--- config.mk ---
export PLATFORM = sky130hd
export DESIGN_NAME = lsba_div
export DESIGN_NICKNAME = d
export VERILOG_FILES = /design/src/hdl/lidar_sector_bump_avoidance_defines.svh /design/src/hdl/lsba_div.sv
export SDC_FILE = /design/constraint.sdc
export NUM_CORES = 1
export LEC_CHECK = 0
export BUFFER_PORTS_ARGS = -buffer_cell sky130_fd_sc_hd__buf_4
export CORE_MARGIN = 1.5
export CORE_UTILIZATION = 57
export DETAILED_ROUTE_END_ITERATION = 16
export GPL_TIMING_DRIVEN = 0
export PLACE_DENSITY = 0.81
export SYNTH_ARGS = -nofsm -noshare
export SYNTH_HDL_FRONTEND = slang
export SYNTH_SLANG_ARGS = --single-unit
--- constraint.sdc ---
create_clock -name clock -period 4.75 [get_ports clock]
set_input_delay 0.475 -clock clock [delete_from_list [all_inputs] [get_ports clock]]
set_output_delay 0.475 -clock clock [all_outputs]
set_load 0.02 [all_outputs]
--- src/hdl/lidar_sector_bump_avoidance_defines.svh ---
// Assertion macros shared by the lidar sector bump avoidance RTL.
`ifndef LIDAR_SECTOR_BUMP_AVOIDANCE_DEFINES_SVH
`define LIDAR_SECTOR_BUMP_AVOIDANCE_DEFINES_SVH

// Property that must hold at every clock edge outside reset.
`define LSBA_ASSERT(lbl, clk, rst, prop, msg) \
   lbl: assert property (@(posedge clk) disable iff (rst) (prop)) else $error(msg);

// Condition in one cycle implies a consequence in the next.
`define LSBA_ASSERT_NEXT(lbl, clk, rst, ante, cons, msg) \
   lbl: assert property (@(posedge clk) disable iff (rst) (ante) |=> (cons)) else $error(msg);

`endif

--- src/hdl/lsba_div.sv ---
// Restoring unsigned divider, one quotient bit per cycle.
module lsba_div #(
   parameter int NUM_W = 27,
   parameter int DEN_W = 25
) (
   input  logic             clock,
   input  logic             reset,
   input  logic             start,
   input  logic [NUM_W-1:0] numer,
   input  logic [DEN_W-1:0] denom,
   output logic             done,
   output logic [NUM_W-1:0] quot
);
   localparam int CW = $clog2(NUM_W + 1);

   logic [NUM_W-1:0] num_ff;
   logic [DEN_W-1:0] den_ff;
   logic [DEN_W-1:0] rem_ff;
   logic [CW-1:0]    cnt_ff;
   logic             busy_ff;
   logic             done_ff;
   logic [DEN_W:0]   trial;
   logic             fits;

   // shift in the next dividend bit and try the subtraction
   assign trial = {rem_ff, num_ff[NUM_W-1]};
   assign fits  = trial >= {1'b0, den_ff};

   always_ff @(posedge clock) begin
      if (reset) begin
         busy_ff <= 1'b0;
         done_ff <= 1'b0;
         cnt_ff  <= '0;
      end else begin
         done_ff <= 1'b0;
         if (start) begin
            busy_ff <= 1'b1;
            cnt_ff  <= CW'(NUM_W);
            num_ff  <= numer;
            den_ff  <= denom;
            rem_ff  <= '0;
         end else if (busy_ff) begin
            rem_ff <= fits ? DEN_W'(trial - {1'b0, den_ff}) : DEN_W'(trial);
            num_ff <= {num_ff[NUM_W-2:0], fits};
            cnt_ff <= cnt_ff - 1'b1;
            if (cnt_ff == CW'(1)) begin
               busy_ff <= 1'b0;
               done_ff <= 1'b1;
            end
         end
      end
   end

   assign done = done_ff;
   assign quot = num_ff;

endmodule

==> results.cfg <==
[timing]
rsz0062_at_grt = no
maxSlewViolCount = 0
final-hold-violation-count = 0
setup_viol = 0
min_period_over_period_pct = 73.1
slew_headroom_pct = 43.0
tightest_slew_ps = 833
max_freq_mhz = 288
fin_crit_ps = 3470
fin_skew_ps = 15.2

[final_layout]
drive_gt1_share_pct = 26.5
diodes = 0
instances_no_fill = 663
multi_input_area_um2 = 2260
final_nets = 636
fin_area_um2 = 5890
n_fill_cell = 615
synthToLayoutAreaGrowth_pct = 19.7
register_area_um2 = 2450

[drt]
drc = 0
vias_per_cell = 6.08
first_iter_violations = 355
first_pass_iters = 5
totalWireLength_um = 12200
wire_per_inst_um = 18.4
vias = 4029
ant_nets = 0

[floorplanning]
initial_core_util_pct = 59.3
ios = 83
die_y_um = 95.9
dieArea_um2 = 9200
rows = 33
coreArea_um2 = 8300
fp.dieW_um = 95.9

[place]
dp_hpwl_um = 9140
place_area_um2 = 5700
place.gp.congestion = 0.966
placedCellCount = 647
port_buffers = 80

[global_route]
grt.total_usage_pct = 28.3
grt_first_pass_wirelength_um = 19300
grt-ovfl-total = 0
antenna_found_initial = 0
grt_pass1_vias = 3991
grt_start_max_net_pins = 30

[pwr]
power_leakage_nw = 2.38
internal-power_w = 0.00135
power_w = 0.00200
power_switching_w = 0.000648
power_frac_clock_pct = 25.3
p_per_area_nw_per_um2 = 340
vdd_ir_drop_max_uv = 188
seq_power_share_pct = 45.7
switching_share_pct = 32.4
p_comb_share_pct = 29.0

[synth]
synth_ff_type = edfxtp_1
synth.top_cell.area_share_pct = 47.0
synth_area_um2 = 4920
yosysTopAreaCell = edfxtp_1
synth_area_leaders = edfxtp_1 (47%), ha_1 (6.9%), mux2_2 (6.4%)
synth-seq-cells = 84
syn_nets = 543
synth_cells = 460
synth_edf_count = 77
synth_cell_types = 57
synth.most_common_cell = edfxtp_1
syn_area_per_cell_um2 = 10.7
ys_seq_area_share_pct = 49.8
yosys-top-cells-count = edfxtp_1 (77), a21oi_1 (39), inv_1 (33), mux2_2 (28), nand2_1 (28)
yosysWarningCount = 0
synthArstFlopShare_pct = 0

[cts]
ctsHtreeMaxLevel = 3
cts_buffers = 9
cts_setup_buffers = 0
clkSinkCount = 84
postCtsHoldBufs = 0
cts_buffer_depth = 2
cts.repair.resized = 0
cts_tree = done
clk_pin_slew_ps = 100
root_buffer = clkbuf_8
clk-insertion-delay-late_ps = 360

[run_status]
status = complete, no violations

[setup_path]
worst_r2r_endpoint = rem_ff[10]
worstSetupStartpointType = flop
timing.rr.start = quot[26]
required_ps = 4860
end_kind = flop
critPathCapture = rem_ff[10]
reg2regPathDepth = 13
crit_fanout = 10
crit_start = quot[26]
crit_arrival_ps = 3580
critical_path_class = flop to flop
r2r_slack_ps = 1280

[worst_hold_path]
hold_path.class = input pin to flop

[flow_run]
max-cap-violations = 0
## per-layer routing
layer / part of all wire [%] / GRT usage (%) / vias up
li1: - / - / 1910
met1: 42 / 36.5 / 1878
met2: 46 / 45.0 / 217
met3: 9.4 / 8.53 / 24
met4: 2.1 / 10.0 / 0
met5: 0 / 0 / -
## layout by cell type (no fill, tap or decap), drive strengths merged, types with 7 or more instances in the layout
master	count
a211oi	12
a21o	7
a21oi	41
buf	93
clkbuf	21
dfxtp	7
edfxtp	77
ha	27
inv	37
mux2	28
nand2	29
nand3	25
nor2	24
nor3	16
o21ai	27
xnor2	12
## worst min-delay path by stage
stage	start	endpoint	slack (ps)	depth (start not counted)
6_report	denom[22]	den_ff[22]	280	1
5_1_grt	denom[13]	den_ff[13]	270	1
4_1_cts	denom[20]	den_ff[20]	280	1
3_5_place_dp	cnt_ff[4]	cnt_ff[4]	560	2
3_3_place_gp	cnt_ff[4]	cnt_ff[4]	550	2
2_1_floorplan	busy_ff	done	530	1
## cell families (layout without fill, tap and decap cells)
logic type | count (synthesis) | after routing | share of synthesized area [%]
buffers and inverters | 55 | 153 | 4.50
DFF | 84 | 84 | 49.8
muxes | 29 | 29 | 6.61
adders and majority gates | 28 | 28 | 7.27
xor gates and xnor gates | 18 | 18 | 3.20
and+or+nand+nor | 128 | 128 | 13.0
AOI/OAI and AO/OA | 118 | 118 | 15.5
## metrics by stage
stage          TNS (ps)  hold WS, ps  setup slack (ps)  utilization [%]
2_1_floorplan         0          528               938                -
3_3_place_gp     -30630          549              -592             68.1
3_5_place_dp          0          565              1370             68.6
4_1_cts               0          276              1340             70.9
5_1_grt               0          265              1110             70.9
6_report              0          284              1280             70.9
## sequential cells by signal, summed over array words and instances (netlist names)
| signal | cells |
|---|---|
| quot | 27 |
| den_ff | 25 |
| rem_ff | 25 |
| cnt_ff | 5 |
| busy_ff | 1 |
| done | 1 |
## power groups by stage
stage	sequential, W	clock, W	combinational, W
after global routing	0.000922	0.000543	0.000633
final	0.000915	0.000508	0.000580
after floorplan	0.000943	0	0.000383
after CTS	0.000915	0.000511	0.000572
after global placement	0.000931	0	0.000551
after detailed placement	0.000931	0	0.000568
## cell type report
type	instances	share of cell area, %
tap	105	2.23
sequential	84	41.6
buffer	21	1.59
inverter	34	2.17
clock inverter	5	0.659
timing repair buffer	82	10.8
clock buffer	11	2.59
multi-input combinational	321	38.3
## worst max-delay path: stages, from the launching register on
cell and delay, ps:
edfxtp_1 420, inv_1 80, ha_1 150, inv_1 50, fa_1 410, a21oi_2 210
o211a_1 230, o21ai_2 120, a41oi_2 440, a211o_1 200, buf_4 170, nand2_1 130
buf_4 240, a211oi_1 380
Note: power is estimated with default switching activity, not from simulation.
